--- config.mk ---
export PLATFORM = sky130hd
export DESIGN_NAME = height_gradient_color_mapper
export DESIGN_NICKNAME = d
export VERILOG_FILES = /design/src/hdl/hgcm_pkg.sv /design/src/hdl/hgcm_div.sv /design/src/hdl/hgcm_blend.sv /design/src/hdl/height_gradient_color_mapper.sv
export VERILOG_INCLUDE_DIRS = /design/src /design/src/hdl
export SDC_FILE = /design/constraint.sdc
export NUM_CORES = 1
export LEC_CHECK = 0
export BUFFER_PORTS_ARGS = -buffer_cell sky130_fd_sc_hd__buf_2
export CAP_MARGIN = 40
export CORE_MARGIN = 4
export CORE_UTILIZATION = 69
export DETAILED_ROUTE_END_ITERATION = 7
export PLACE_DENSITY = 0.87
export REMOVE_ABC_BUFFERS = 1
export SKIP_LAST_GASP = 1
export SYNTH_ARGS = -nofsm -noshare
export SYNTH_HDL_FRONTEND = slang
export SYNTH_HIERARCHICAL = 1
export SYNTH_SLANG_ARGS = --single-unit
--- constraint.sdc ---
create_clock -name i_clk -period 13.1 [get_ports i_clk]
set_clock_uncertainty 0.15 [all_clocks]
set_input_delay 0.655 -clock i_clk [delete_from_list [all_inputs] [get_ports i_clk]]
set_output_delay 0.655 -clock i_clk [all_outputs]
set_load 0.03 [all_outputs]
--- src/hdl/height_gradient_color_mapper_assert.svh ---
// ----------------------------------------------------------------------------
// Assertion macros for the height gradient color mapper
// Implication checks, same cycle and next cycle.
// ----------------------------------------------------------------------------
`ifndef HEIGHT_GRADIENT_COLOR_MAPPER_ASSERT_SVH
`define HEIGHT_GRADIENT_COLOR_MAPPER_ASSERT_SVH

// antecedent implies consequent in the same cycle
`define HGCM_ASSERT_SAME(lbl, clk, rst_n, ante, cons, msg) \
    lbl: assert property (@(posedge clk) disable iff (!rst_n) (ante) |-> (cons)) \
        else $error(msg);

// antecedent implies consequent in the next cycle
`define HGCM_ASSERT_NEXT(lbl, clk, rst_n, ante, cons, msg) \
    lbl: assert property (@(posedge clk) disable iff (!rst_n) (ante) |=> (cons)) \
        else $error(msg);

`endif

--- src/hdl/hgcm_pkg.sv ---
// ----------------------------------------------------------------------------
// hgcm_pkg
// Shared constants and types of the height gradient color mapper.
// ----------------------------------------------------------------------------
package hgcm_pkg;

    localparam int FRACTION_BITS = 16;
    localparam int HEIGHT_BITS   = 16;
    localparam int DIFF_W        = HEIGHT_BITS + 1;
    localparam int MAG_W         = HEIGHT_BITS;
    localparam int CNT_W         = $clog2(FRACTION_BITS);
    localparam int CHAN_W        = 8;
    localparam int NUM_CHAN      = 4;
    localparam int COLOR_W       = CHAN_W * NUM_CHAN;
    localparam int ACC_W         = CHAN_W + 1 + FRACTION_BITS + 1;
    localparam int CFG_IDX_W     = 1;

    localparam logic [CHAN_W-1:0]  LEVEL_STEP  = 8'd5;
    localparam logic [CHAN_W-1:0]  LEVEL_FULL  = 8'hFF;
    localparam logic [CHAN_W-1:0]  LEVEL_ZERO  = 8'h00;
    localparam logic [COLOR_W-1:0] START_RESET = 32'hFFFF00FF;
    localparam logic [COLOR_W-1:0] END_RESET   = 32'hFF00FFFF;

    localparam logic [CFG_IDX_W-1:0] CFG_MIN_HEIGHT = 1'b0;
    localparam logic [CFG_IDX_W-1:0] CFG_MAX_HEIGHT = 1'b1;

    localparam logic OP_HEIGHT = 1'b0;
    localparam logic OP_CYCLE  = 1'b1;

    typedef enum logic [1:0] {
        S_IDLE,
        S_SETUP,
        S_DIV,
        S_DONE
    } t_state;

    typedef struct packed {
        logic clear;
        logic step;
        logic qbit;
    } t_blend_ctl;

endpackage

--- src/hdl/hgcm_div.sv ---
// ----------------------------------------------------------------------------
// hgcm_div
// Restoring divider, one quotient bit per cycle when loading or stepping,
// MSB first. Load gives the integer bit (saturating), each step a fraction bit.
// ----------------------------------------------------------------------------
module hgcm_div (
    input  logic                      i_clk,
    input  logic                      i_load,
    input  logic                      i_step,
    input  logic [hgcm_pkg::MAG_W-1:0] i_num,
    input  logic [hgcm_pkg::MAG_W-1:0] i_den,
    output logic                      o_qbit
);
    import hgcm_pkg::*;

    logic [MAG_W-1:0] r_rem, n_rem;
    logic [MAG_W-1:0] r_den, n_den;
    logic [MAG_W:0]   w_trial;
    logic [MAG_W:0]   w_diff;

    always_comb begin
        n_rem   = r_rem;
        n_den   = r_den;
        w_trial = {r_rem, 1'b0};
        w_diff  = w_trial - {1'b0, r_den};
        o_qbit  = 1'b0;
        if (i_load) begin
            // quotient >= 1 saturates: remainder cleared so later bits are 0
            o_qbit = (i_num >= i_den);
            n_den  = i_den;
            n_rem  = o_qbit ? '0 : i_num;
        end else if (i_step) begin
            o_qbit = (w_trial >= {1'b0, r_den});
            n_rem  = o_qbit ? w_diff[MAG_W-1:0] : w_trial[MAG_W-1:0];
        end
    end

    always_ff @(posedge i_clk) begin
        r_rem <= n_rem;
        r_den <= n_den;
    end

endmodule

--- src/hdl/hgcm_blend.sv ---
// ----------------------------------------------------------------------------
// hgcm_blend
// Four channel interpolator fed one quotient bit per step cycle, MSB first:
// acc = 2*acc + bit*(end - start), color = start + floor(acc / 2^F).
// ----------------------------------------------------------------------------
module hgcm_blend (
    input  logic                          i_clk,
    input  hgcm_pkg::t_blend_ctl          i_ctl,
    input  logic [hgcm_pkg::COLOR_W-1:0]  i_start,
    input  logic [hgcm_pkg::COLOR_W-1:0]  i_end,
    output logic [hgcm_pkg::COLOR_W-1:0]  o_color
);
    import hgcm_pkg::*;

    localparam int HI_W = ACC_W - FRACTION_BITS;

    logic signed [ACC_W-1:0]  r_acc [NUM_CHAN];
    logic signed [ACC_W-1:0]  n_acc [NUM_CHAN];
    logic signed [CHAN_W:0]   w_s   [NUM_CHAN];
    logic signed [CHAN_W:0]   w_d   [NUM_CHAN];
    logic        [HI_W-1:0]   w_sum [NUM_CHAN];

    always_comb begin
        o_color = '0;
        for (int c = 0; c < NUM_CHAN; c++) begin
            w_s[c] = {1'b0, i_start[c*CHAN_W +: CHAN_W]};
            w_d[c] = $signed({1'b0, i_end[c*CHAN_W +: CHAN_W]}) - w_s[c];
            n_acc[c] = r_acc[c];
            if (i_ctl.clear) begin
                n_acc[c] = '0;
            end else if (i_ctl.step) begin
                n_acc[c] = (r_acc[c] <<< 1)
                         + (i_ctl.qbit ? {{(ACC_W-CHAN_W-1){w_d[c][CHAN_W]}}, w_d[c]}
                                       : {ACC_W{1'b0}});
            end
            w_sum[c] = {{(HI_W-CHAN_W-1){1'b0}}, w_s[c]}
                     + r_acc[c][ACC_W-1:FRACTION_BITS];
            o_color[c*CHAN_W +: CHAN_W] = w_sum[c][CHAN_W-1:0];
        end
    end

    always_ff @(posedge i_clk) begin
        for (int c = 0; c < NUM_CHAN; c++) begin
            r_acc[c] <= n_acc[c];
        end
    end

endmodule

--- src/hdl/height_gradient_color_mapper.sv ---
// ----------------------------------------------------------------------------
// height_gradient_color_mapper
// Maps a height to an RGBA8888 gradient color, or steps the palette cycle.
//
//   channel   signals                              width
//   input     i_valid/o_ready, i_op, i_height      1 + 16
//   output    o_valid/i_ready, o_color             32
//   config    i_cfg_valid/o_cfg_ready, index/data  1 + 16
//
// Height item: from accept to o_valid it passes setup, 16 divider steps and the
// load of the output register. A cycle item skips setup and the divider.
// One item in flight; o_ready is high in idle.
// A finished result waits in the output register; a new item may be taken
// meanwhile. Synchronous active-low reset, no clearing pass.
// ----------------------------------------------------------------------------
module height_gradient_color_mapper (
    input  logic                                 i_clk,
    input  logic                                 i_rst_n,
    input  logic                                 i_valid,
    output logic                                 o_ready,
    input  logic                                 i_op,
    input  logic signed [hgcm_pkg::HEIGHT_BITS-1:0] i_height,
    output logic                                 o_valid,
    input  logic                                 i_ready,
    output logic [hgcm_pkg::COLOR_W-1:0]         o_color,
    input  logic                                 i_cfg_valid,
    output logic                                 o_cfg_ready,
    input  logic [hgcm_pkg::CFG_IDX_W-1:0]       i_cfg_index,
    input  logic [hgcm_pkg::HEIGHT_BITS-1:0]     i_cfg_data
);
    import hgcm_pkg::*;

    localparam logic [CNT_W-1:0] CNT_LAST = CNT_W'(FRACTION_BITS - 1);

    t_state                   r_state, n_state;
    logic [CNT_W-1:0]         r_cnt, n_cnt;
    logic                     r_op, n_op;
    logic signed [DIFF_W-1:0] r_num, n_num;
    logic signed [DIFF_W-1:0] r_den, n_den;
    logic [HEIGHT_BITS-1:0]   r_min, n_min;
    logic [HEIGHT_BITS-1:0]   r_max, n_max;
    logic [CHAN_W-1:0]        r_red, n_red;
    logic [CHAN_W-1:0]        r_green, n_green;
    logic [CHAN_W-1:0]        r_blue, n_blue;
    logic                     r_first, n_first;
    logic [COLOR_W-1:0]       r_start, n_start;
    logic [COLOR_W-1:0]       r_end, n_end;
    logic                     r_o_valid, n_o_valid;
    logic [COLOR_W-1:0]       r_o_color, n_o_color;

    logic                     w_accept;
    logic                     w_zero;
    logic [DIFF_W-1:0]        w_num_abs;
    logic [DIFF_W-1:0]        w_den_abs;
    logic [MAG_W-1:0]         w_un;
    logic [MAG_W-1:0]         w_ud;
    logic                     w_div_load;
    logic                     w_div_step;
    logic                     w_qbit;
    t_blend_ctl               w_ctl;
    logic [COLOR_W-1:0]       w_blend;
    logic [CHAN_W-1:0]        w_r, w_g, w_b;
    logic                     w_div_last;
    logic                     w_in_done;
    logic                     w_take_height;
    logic                     w_in_setup;
    logic                     w_take_cycle;
    logic                     w_pal_ok;

    assign o_ready     = (r_state == S_IDLE);
    assign o_cfg_ready = 1'b1;
    assign o_valid     = r_o_valid;
    assign o_color     = r_o_color;
    assign w_accept    = i_valid && o_ready;

    // operand conditioning
    always_comb begin
        w_zero    = (r_num == '0) || (r_den == '0) || (r_num[DIFF_W-1] != r_den[DIFF_W-1]);
        w_num_abs = r_num[DIFF_W-1] ? -r_num : r_num;
        w_den_abs = r_den[DIFF_W-1] ? -r_den : r_den;
        w_un      = w_zero ? '0 : w_num_abs[MAG_W-1:0];
        w_ud      = (r_den == '0) ? MAG_W'(1) : w_den_abs[MAG_W-1:0];
    end

    // palette loop
    always_comb begin
        w_r = r_red;
        w_g = r_green;
        w_b = r_blue;
        if (r_first) begin
            w_r = LEVEL_FULL; w_g = LEVEL_FULL; w_b = LEVEL_ZERO;
        end else if (r_red != LEVEL_ZERO && r_green == LEVEL_FULL && r_blue == LEVEL_ZERO) begin
            w_r = r_red - LEVEL_STEP;
        end else if (r_red == LEVEL_ZERO && r_green == LEVEL_FULL && r_blue != LEVEL_FULL) begin
            w_b = r_blue + LEVEL_STEP;
        end else if (r_red != LEVEL_FULL && r_green == LEVEL_ZERO && r_blue == LEVEL_FULL) begin
            w_r = r_red + LEVEL_STEP;
        end else if (r_red == LEVEL_ZERO && r_green != LEVEL_ZERO && r_blue == LEVEL_FULL) begin
            w_g = r_green - LEVEL_STEP;
        end else if (r_red == LEVEL_FULL && r_green == LEVEL_ZERO && r_blue != LEVEL_ZERO) begin
            w_b = r_blue - LEVEL_STEP;
        end else begin
            w_r = LEVEL_FULL; w_g = LEVEL_FULL; w_b = LEVEL_ZERO;
        end
    end

    always_comb begin
        n_state    = r_state;
        n_cnt      = r_cnt;
        n_op       = r_op;
        n_num      = r_num;
        n_den      = r_den;
        n_min      = r_min;
        n_max      = r_max;
        n_red      = r_red;
        n_green    = r_green;
        n_blue     = r_blue;
        n_first    = r_first;
        n_start    = r_start;
        n_end      = r_end;
        n_o_valid  = r_o_valid && !i_ready;
        n_o_color  = r_o_color;
        w_div_load = 1'b0;
        w_div_step = 1'b0;
        w_ctl      = '{clear: 1'b0, step: 1'b0, qbit: w_qbit};

        if (i_cfg_valid) begin
            case (i_cfg_index)
                CFG_MIN_HEIGHT: n_min = i_cfg_data;
                CFG_MAX_HEIGHT: n_max = i_cfg_data;
                default: ;
            endcase
        end

        case (r_state)
            S_IDLE: begin
                if (w_accept) begin
                    w_ctl.clear = 1'b1;
                    n_op        = i_op;
                    if (i_op == OP_CYCLE) begin
                        n_red   = w_r;
                        n_green = w_g;
                        n_blue  = w_b;
                        n_first = 1'b0;
                        n_start = {w_r, w_g, w_b, LEVEL_FULL};
                        n_end   = {w_g, w_b, w_r, LEVEL_FULL};
                        n_state = S_DONE;
                    end else begin
                        n_num   = {i_height[HEIGHT_BITS-1], i_height}
                                - $signed({r_min[HEIGHT_BITS-1], r_min});
                        n_den   = $signed({r_max[HEIGHT_BITS-1], r_max})
                                - $signed({r_min[HEIGHT_BITS-1], r_min});
                        n_state = S_SETUP;
                    end
                end
            end
            S_SETUP: begin
                w_div_load = 1'b1;
                w_ctl.step = 1'b1;
                n_cnt      = '0;
                n_state    = S_DIV;
            end
            S_DIV: begin
                w_div_step = 1'b1;
                w_ctl.step = 1'b1;
                n_cnt      = r_cnt + 1'b1;
                if (r_cnt == CNT_LAST) begin
                    n_state = S_DONE;
                end
            end
            S_DONE: begin
                if (!r_o_valid || i_ready) begin
                    n_o_valid = 1'b1;
                    n_o_color = (r_op == OP_CYCLE) ? r_start : w_blend;
                    n_state   = S_IDLE;
                end
            end
            default: begin
                n_state = S_IDLE;
            end
        endcase
    end

    always_ff @(posedge i_clk) begin
        if (!i_rst_n) begin
            r_state   <= S_IDLE;
            r_cnt     <= '0;
            r_min     <= '0;
            r_max     <= '0;
            r_red     <= LEVEL_FULL;
            r_green   <= LEVEL_FULL;
            r_blue    <= LEVEL_ZERO;
            r_first   <= 1'b1;
            r_start   <= START_RESET;
            r_end     <= END_RESET;
            r_o_valid <= 1'b0;
        end else begin
            r_state   <= n_state;
            r_cnt     <= n_cnt;
            r_min     <= n_min;
            r_max     <= n_max;
            r_red     <= n_red;
            r_green   <= n_green;
            r_blue    <= n_blue;
            r_first   <= n_first;
            r_start   <= n_start;
            r_end     <= n_end;
            r_o_valid <= n_o_valid;
        end
    end

    always_ff @(posedge i_clk) begin
        r_op      <= n_op;
        r_num     <= n_num;
        r_den     <= n_den;
        r_o_color <= n_o_color;
    end

    hgcm_div u_div (
        .i_clk  (i_clk),
        .i_load (w_div_load),
        .i_step (w_div_step),
        .i_num  (w_un),
        .i_den  (w_ud),
        .o_qbit (w_qbit)
    );

    hgcm_blend u_blend (
        .i_clk   (i_clk),
        .i_ctl   (w_ctl),
        .i_start (r_start),
        .i_end   (r_end),
        .o_color (w_blend)
    );

    assign w_div_last    = (r_state == S_DIV) && (r_cnt == CNT_LAST);
    assign w_in_done     = (r_state == S_DONE);
    assign w_take_height = w_accept && (i_op == OP_HEIGHT);
    assign w_in_setup    = (r_state == S_SETUP);
    assign w_take_cycle  = w_accept && (i_op == OP_CYCLE);
    assign w_pal_ok      = (r_start[CHAN_W-1:0] == LEVEL_FULL)
                        && (r_end[CHAN_W-1:0] == LEVEL_FULL) && !r_first;

`include "height_gradient_color_mapper_assert.svh"

    `HGCM_ASSERT_NEXT(a_div_ends, i_clk, i_rst_n, w_div_last, w_in_done, "divider overran")
    `HGCM_ASSERT_NEXT(a_height_setup, i_clk, i_rst_n, w_take_height, w_in_setup, "no setup")
    `HGCM_ASSERT_NEXT(a_cycle_alpha, i_clk, i_rst_n, w_take_cycle, w_pal_ok, "bad palette")

endmodule
Yosys cells after proc, flatten, opt, wreduce, memory -nomap -nowiden
Memory sizes are Yosys's and may differ from the RTL's.
Cells that the tools add are included.
- add/subtract/negate cells: 21
- $lt $le $gt $ge: 2
- equality and inequality tests: 13
- mux-type cells: 53
- bitwise logic cells: 2
- reduce and logical (&&, ||, !) cells: 36
- operator list (operator ; count):
    2-to-1 mux 26 bit ; 11
    2-to-1 mux 8 bit ; 18
    2-to-1 mux 16 bit ; 8
    adder 26 bit ; 3
    logical NOT 17 bit ; 2
    subtractor 16 x 16 -> 17 bit ; 2
    2-to-1 mux 32 bit ; 1
    negation 16 bit ; 2
    subtractor 8 x 8 -> 9 bit ; 3
    adder 8 bit ; 3
    equality test 8 bit (second input constant) ; 3
    logical NOT 8 bit ; 3
    nonzero test 8 bit ; 3
    subtractor 8 x 3 -> 8 bit (second input constant) ; 3
    >= comparator 17 x 16 -> 1 bit ; 1
    adder 8 x 3 -> 8 bit (second input constant) ; 2
    >= comparator 16 bit ; 1
    inequality test 8 bit (second input constant) ; 2
    subtractor 16 bit ; 1
    logical AND 1 bit ; 12
    2-to-1 mux 1 bit ; 9
    AND reduction 3 bit ; 3
    adder 8 bit (first input constant) ; 1
    2-to-1 mux 2 bit ; 4
    other kinds (15) ; 26
- register bits after elaboration: 211
- RAM bits: 104
- input port bits: 39
- output and inout port bits: 35
- word-level logic and storage cells: 146
- memories kept: 1
- memories (name ; words ; bits a word ; rd ports ; clocked after Yosys merged registers in ; wr ports ; RTL line ; text):
    u_blend.r_acc ; 4 ; 26 ; 4 ; 0 ; 4 ; hgcm_blend.sv:17 ; logic signed [ACC_W-1:0] r_acc [NUM_CHAN];

Logic depth before layout (Yosys ltp)
Gate-level depths: netlist of the first run.
- word-level depth: 10
- depth in mapped cells: 32
- mapped depth without buffers: 28

Hierarchy
Netlist of the first run, hierarchy kept.
- modules (own cells, without submodules) (module ; times used ; cells an instance ; area each (µm²) ; seq. area each (µm²)):
    hgcm_blend ; 1 ; 1334 ; 10294.9 ; 1921.8
    height_gradient_color_mapper ; 1 ; 892 ; 8206.6 ; 3293.2
    hgcm_div ; 1 ; 261 ; 2592.5 ; 960.9

Least setup slack after synthesis of the first run
Ideal clock, no wire load.
- kind: flip-flop to flip-flop
- start: register r_den[8] (netlist name)
- end: memory u_blend/r_acc[2][20] (netlist name)
- setup time: 0.117 ns
- arrival: 6.635 ns
- data required time: 12.833 ns
- path slack: 6.198 ns
- stages on the path, launching flop included: 26
- path buffers: 4
- clock period less this slack: 6.902 ns
- path through: edfxtp_1 -> or4_1 -> or3_1 -> or3_1 -> nor4_2 -> a21o_2 -> buf_4 -> nor2_1 -> ha_1 -> nand4_1 -> a2111oi_0 -> a21boi_2 -> buf_2 -> nor2_1 -> buf_2 -> inv_2 -> o41ai_2 -> ha_1 -> buf_4 -> a21o_1 -> a31oi_2 -> nor2_1 -> a211oi_1 -> o21ai_0 -> or3_1 -> a32o_1
- RTL lines (element ; RTL line):
    end, declared ; hgcm_blend.sv:17

==> results of run 1 <==
[power by group through the flow]
stage	clock [µW]	combinational (µW)	sequential, µW
after floorplan	0	2000	1200
after global placement	0	2530	1190
after detailed placement	0	2630	1200
after CTS	874	2650	1190
after global routing	910	2990	1210
final	865	2710	1190
[per-stage QoR]
step / hold WS (ns) / cells / utilization [%] / setup WS, ns / power [µW]
2_1_floorplan: 0.277 / 2411 / - / 6.03 / 3190
3_3_place_gp: 0.290 / 2888 / 72.7 / 5.93 / 3720
3_5_place_dp: 0.297 / 2890 / 72.8 / 5.63 / 3840
4_1_cts: 0.187 / 2946 / 76.2 / 5.62 / 4710
5_1_grt: 0.200 / 2946 / 76.2 / 4.92 / 5110
6_report: 0.200 / 2946 / 76.2 / 5.63 / 4760
[final timing paths]
check,endpoint,slack (ns)
worst max-delay path,u_blend/r_acc[2][20],5.63
worst min-delay path,r_min[14],0.20
worst max register to register,u_blend/r_acc[2][20],5.63
worst min register to register,u_blend/r_acc[0][8],0.31
[critical path: stages, from the launching register on]
cell       delay (ns)
edfxtp_1         0.45
or3_1            0.41
nor3_1           0.25
nand3_1          0.16
or3_1            0.39
o31ai_1          0.30
a21o_2           0.34
nor2_1           0.12
ha_1             0.32
a21o_1           0.18
a21o_1           0.16
a2111oi_0        0.35
a21boi_2         0.63
nor2_1           0.18
buf_4            0.23
inv_2            0.37
o41ai_2          0.15
buf_4            0.23
ha_1             0.44
nand2_1          0.08
o21ai_1          0.24
o2111ai_1        0.23
a2111oi_0        0.52
o21ai_0          0.16
a32o_1           0.28
[routing by layer]
| layer | vias up | track usage, % |
|---|---|---|
| met5 | - | 0 |
| li1 | 9002 | - |
| met2 | 717 | 51.7 |
| met4 | 2 | 9.48 |
| met1 | 8910 | 42.0 |
| met3 | 127 | 4.03 |
[logic make-up after synthesis]
| logic type | count (synthesis) |
|---|---|
| multiplexers | 73 |
| adder cells (fa/ha/maj) | 247 |
| flip-flops | 259 |
| AND/OR/NAND/NOR | 773 |
| XOR/XNOR | 175 |
| AO/OA/AOI/OAI | 676 |
| other | 1 |
| buffers and inverters | 283 |
[final cells by class]
class / count / area [µm²]
tap: 390 / 488
timing repair buffer: 89 / 508
clock buffer: 40 / 830
inverter: 180 / 676
clock inverter: 16 / 183
fill: 2111 / 7100
multi-input combinational: 1972 / 13900
sequential: 259 / 6180
[layout by cell type, fill, tap and decap left out, types with 18 or more instances in the layout]
cell       instances
a21boi_0          42
a21o_1            71
a21oi_1          179
a31oi_1           18
and3_1            32
buf_2             72
clkbuf_16         31
conb_1            28
dfxtp_1          160
edfxtp_1          99
ha_1             231
inv_1            179
mux2_2            24
mux2i_1           49
nand2_1          240
nand2b_1          28
nand3_1           60
nand4_1           32
nor2_1           184
nor2b_1           35
nor3_1            43
o211ai_1          18
o21ai_0          110
o21ai_1           39
o21bai_1          25
o31ai_1           21
or3_1             24
xnor2_1          120
xor2_1            55
[state kept, by name, indices dropped and copies added, names as in the netlist]
| name | flops |
|---|---|
| u_blend/r_acc | 96 |
| o_color | 32 |
| r_den | 17 |
| r_num | 17 |
| r_max | 16 |
| r_min | 16 |
| u_div/r_den | 16 |
| u_div/r_rem | 16 |
| r_blue | 7 |
| r_green | 7 |
| r_red | 7 |
| r_cnt | 4 |
| r_end | 2 |
| r_state | 2 |
| o_valid | 1 |
| r_first | 1 |
| r_op | 1 |
| r_start | 1 |
==> metrics.yaml, run 1 <==
outcome:
  status: "finished, final reports clean"
timing:
  rsz0062_at_grt: "false"
  setup_viol: 0
  fmax_mhz: 134
  fin_crit_sh_pct: 57.0
  fin_setup_tns_ns: 0
  finalMaxSlewViolations: 0
  slew_headroom_pct: 41.9
  finalHoldViolCount: 0
  period_needed_ns: 7.47
  worst_pin_slew_ns: 0.860
global_routing:
  grt-ovfl-total: 0
  grt_first_pass_wirelength_um: 87900
  antenna_found_initial: 1
  grt_max_degree: 72
  grt_use_total_pct: 30.9
  grt_pass1_vias: 18400
cts:
  cts_root_buffer: "clkbuf_16"
  cts.sinks: 259
  cts.repair.resized: 0
  clk_latency_ns: 0.57
  cts_tree: "yes"
  cts_buffer_depth: 3
  postCtsSetupRepairBufs: 0
  clk_pin_slew_ns: 0.06
  h-tree-depth: 1
  postCtsHoldBufs: 0
  cts_buffers: 30
synthesis:
  ys.warnings.count: 6
  syn_inst: 2487
  synth-xor-area-share_pct: 7.27
  ys_top_cells_by_area: "dfxtp_1 15%, edfxtp_1 14%, ha_1 14%"
  synthTopCellsByCount: "240 x nand2_1, 232 x ha_1, 185 x nor2_1, 179 x a21oi_1, 179 x inv_1"
  yosysUniqueCellTypes: 109
  synth-simple-area-share_pct: 18.0
  synth_top_family_by_area: "compound AO/OA/AOI/OAI gates"
  synth_compound_area_share_pct: 21.2
  synth_adder_area_share_pct: 15.2
  ys.flop_type: "dfxtp_1"
  syn_avg_cell_area_um2: 8.48
  synth_area_um2: 21100
  synth_edf_count: 99
  ys_ff_latch: 259
  yosysSeqAreaShare_pct: 29.3
  synth.mux.area_fraction_pct: 3.61
  netlist.area_leader.share_pct: 15.2
  synth_most_common_cell: "nand2_1"
  synth.largest_area_cell: "dfxtp_1"
  synthArstFlopShare_pct: 0
placed_design:
  gp_congestion: 0.949
  placed_cell_area_um2: 21800
  place.port_buffers: 72
  dpl.hpwl_um: 39000
worst_setup_path:
  rr_worst_depth: 24
  worstPathArrival_ns: 7.77
  required_ns: 13.41
  worst-path-max-fanout: 26
  rr_startpoint: "r_num[2]"
  path_class: "reg -> reg"
  endpoint_kind: "register"
  crit_start: "r_num[2]"
  crit_path_start_kind: "register"
detailed_routing:
  dr_wl_met3_um: 3790
  drc: 0
  drtIter0Drc: 1517
  wl_per_cell_um: 18.1
  via_per_inst: 6.37
  num_vias: 18800
  ant_nets: 0
  first_pass_iters: 6
  dr_wl_met2_um: 24600
  met1_length_um: 23300
  routed_wl_um: 53200
  top_layer: "met5"
pwr:
  combPwrFrac_pct: 56.8
  internal_power_uw: 2630
  power_frac_seq_pct: 25.0
  switching_share_pct: 44.8
  power_switching_uw: 2130
  leakage_uw: 0.0101
  p_per_area_nw_per_um2: 209
  clockPowerShare_pct: 18.2
  peakVddDrop_mv: 0.207
floorplanning:
  die_w_um: 183
  die_h_um: 183
  core.rowCount: 63
  ios: 74
  core_um2: 29900
  initial_core_util_pct: 70.6
  die_area_um2: 33400
finish:
  area_growth_syn_to_layout_pct: 7.95
  drive_gt1_share_pct: 8.53
  design_area_um2: 22800
  layout.nets: 2818
  n_antenna_cell: 0
hold_path:
  hold_class: "in -> reg"
  hold_path_startpoint: "i_cfg_data[14]"
  holdPathStages: 3
flow_run:
  drv_cap: 0
(Power assumes the default switching activity.)
==> run 2, diff against run 1 <==
--- a/config.mk
+++ b/config.mk
@@ -9,9 +9,9 @@
 export BUFFER_PORTS_ARGS = -buffer_cell sky130_fd_sc_hd__buf_2
 export CAP_MARGIN = 40
 export CORE_MARGIN = 4
-export CORE_UTILIZATION = 69
+export CORE_UTILIZATION = 64
 export DETAILED_ROUTE_END_ITERATION = 7
-export PLACE_DENSITY = 0.87
+export PLACE_DENSITY = 0.82
 export REMOVE_ABC_BUFFERS = 1
 export SKIP_LAST_GASP = 1
 export SYNTH_ARGS = -nofsm -noshare
==> constraint.sdc (replaced) <==
create_clock -name i_clk -period 7.4 [get_ports i_clk]
set_clock_uncertainty 0.15 [all_clocks]
set_input_delay 0.37 -clock i_clk [delete_from_list [all_inputs] [get_ports i_clk]]
set_output_delay 0.37 -clock i_clk [all_outputs]
set_load 0.03 [all_outputs]
==> run 2 against run 1 <==
  * Die area rose by 7.5%
  * Power increased by 79%
  * Core utilization is 5.3 points lower
  * Sequential power is 77% higher
  * Routed wire length shrank 1.1%
  * Clock power rose by 87%
  * Largest power group unchanged
  * Combinational power up 77%
  * First-iteration DRC count shrank 6.5%
  * Global-route usage fell by 2.2 points
  * Worst hold slack got worse by 0.16 ns
  * Largest cell class unchanged
  * Sequential share of layout area is 0.37 points lower
  * Critical endpoint is now u_blend/r_acc[2][19]
==> metrics.yaml, run 2 (synthesis gave the netlist of run 1 again) <==
worst_setup_path:
  crit_start: "r_den[8]"
  required_ns: 7.74
  rr_worst_depth: 23
  crit_path_start_kind: "register"
  worstPathArrival_ns: 7.39
  reg2reg_to: "u_blend/r_acc[2][19]"
  rr_startpoint: "r_den[8]"
  setup.worst_path.end: "u_blend/r_acc[2][19]"
  worst-path-max-fanout: 16
  path_class: "reg -> reg"
  r2r_slack_ns: 0.35
  endpoint_kind: "register"
finish:
  drive_gt1_share_pct: 8.83
  mostFrequentLayoutCell: "nand2_1"
  multiInputGateArea_um2: 13900
  seq_area_um2: 6180
  area_growth_syn_to_layout_pct: 9.46
  largest_register_ff_count: 96
  mostFrequentLayoutCells: "240 x nand2_1, 231 x ha_1, 184 x nor2_1, 179 x inv_1, 179 x a21oi_1"
  n_fill_cell: 2616
  n_antenna_cell: 0
  layout.nets: 2836
  largest-register: "u_blend/r_acc"
  design_area_um2: 23100
floorplanning:
  initial_core_util_pct: 64.8
  die_w_um: 190
  die_h_um: 190
  die_area_um2: 35900
  core.rowCount: 66
  ios: 74
  core_um2: 32500
detailed_routing:
  via_per_inst: 6.15
  ant_nets: 0
  num_vias: 18500
  first_pass_iters: 5
  wl_per_cell_um: 17.5
  dr_wl_met3_um: 2810
  drc: 0
  top_layer: "met4"
  met1_length_um: 23200
  routed_wl_um: 52600
  dr_wl_met2_um: 25100
  drtIter0Drc: 1419
outcome:
  status: "finished, final reports clean"
placed_design:
  gp_congestion: 0.934
  placed_cell_area_um2: 21800
  dpl.hpwl_um: 38300
  place.port_buffers: 72
cts:
  h-tree-depth: 1
  cts_root_buffer: "clkbuf_16"
  clk_pin_slew_ns: 0.06
  cts_tree: "yes"
  cts.sinks: 259
  cts_buffer_depth: 3
  cts_buffers: 29
  clk_latency_ns: 0.56
timing:
  period_needed_ns: 7.05
  setup_viol: 0
  worst_pin_slew_ns: 0.923
  fin_crit_sh_pct: 95.3
  finalMaxSlewViolations: 0
  fin_setup_tns_ns: 0
  finalHoldViolCount: 0
  slew_headroom_pct: 37.7
  fmax_mhz: 142
  rsz0062_at_grt: "false"
pwr:
  p_per_area_nw_per_um2: 369
  leakage_uw: 0.0102
  peakVddDrop_mv: 0.370
global_routing:
  grt_max_degree: 72
  grt-ovfl-total: 0
  grt_use_total_pct: 28.6
  grt_pass1_vias: 18000
  grt_first_pass_wirelength_um: 87700
  antenna_found_initial: 0
hold_path:
  hold_class: "in -> reg"
flow_run:
  drv_cap: 0
==> run 2: layer usage <==
layer | global-route usage (%) | vias up
li1 | - | 9052
met1 | 38.6 | 8783
met2 | 48.8 | 566
met3 | 3.25 | 132
met4 | 8.65 | 0
met5 | 0 | -
==> run 2: layout make-up <==
| class | count | area share [%] |
|---|---|---|
| well taps | 442 | 2.40 |
| multi-input cells | 1972 | 60.3 |
| repair buffers | 108 | 3.00 |
| clock inverters | 23 | 1.47 |
| flip-flops and latches | 259 | 26.7 |
| clock buffers | 30 | 3.16 |
| inverters | 180 | 2.93 |
==> run 2: metrics by stage <==
step / util, % / setup slack (ns) / hold WS, ns / total power (µW) / instances
3_5_place_dp: 67.1 / 0.338 / 0.308 / 6780 / 2944
3_3_place_gp: 67.0 / 0.158 / 0.291 / 6600 / 2941
6_report: 71.0 / 0.347 / 0.0417 / 8510 / 3014
4_1_cts: 70.9 / 0.284 / 0.0263 / 8440 / 3014
5_1_grt: 71.0 / 0.0389 / 0.0640 / 9130 / 3014
2_1_floorplan: - / 0.330 / 0.277 / 5650 / 2411
==> run 2: worst min path at each step <==
stage                         start                   end  slack (ns)  cells after the start
2_1_floorplan   u_blend/r_acc[0][8]   u_blend/r_acc[0][8]        0.28                      2
3_3_place_gp    u_blend/r_acc[0][8]   u_blend/r_acc[0][8]        0.29                      2
3_5_place_dp   u_blend/r_acc[3][11]  u_blend/r_acc[3][11]        0.31                      2
4_1_cts                     i_ready               o_valid        0.03                      3
5_1_grt                     i_ready               o_valid        0.06                      3
6_report                    i_ready               o_valid        0.04                      3
==> run 2: power by group <==
part | internal (µW) | switching, µW
sequential | 1900 | 205
clock | 997 | 621
combinational | 1850 | 2940
==> run 2: worst max-delay path, stage by stage, from the launching register on <==
cell       delay [ns]
edfxtp_1         0.43
or4_1            0.56
or3_1            0.36
or3_1            0.37
nor4_2           0.32
a21o_4           0.24
nor2_1           0.10
ha_1             0.32
a21o_1           0.19
a21o_1           0.17
a2111oi_0        0.53
a21boi_2         0.34
nor2_1           0.10
buf_4            0.19
inv_2            0.25
o41ai_2          0.12
buf_4            0.22
ha_1             0.47
nand2_1          0.15
or4_4            0.56
o211ai_2         0.25
a21boi_2         0.09
or4_4            0.42
o211ai_2         0.08
==> run 2: what timing repair did <==
action                                  4_1_cts  5_1_grt
hold buffers                                 17        0
endpoints found under the setup margin        0        7
gates resized for setup                       0        3
hold endpoints to repair                     33        0
setup buffers                                 0        0
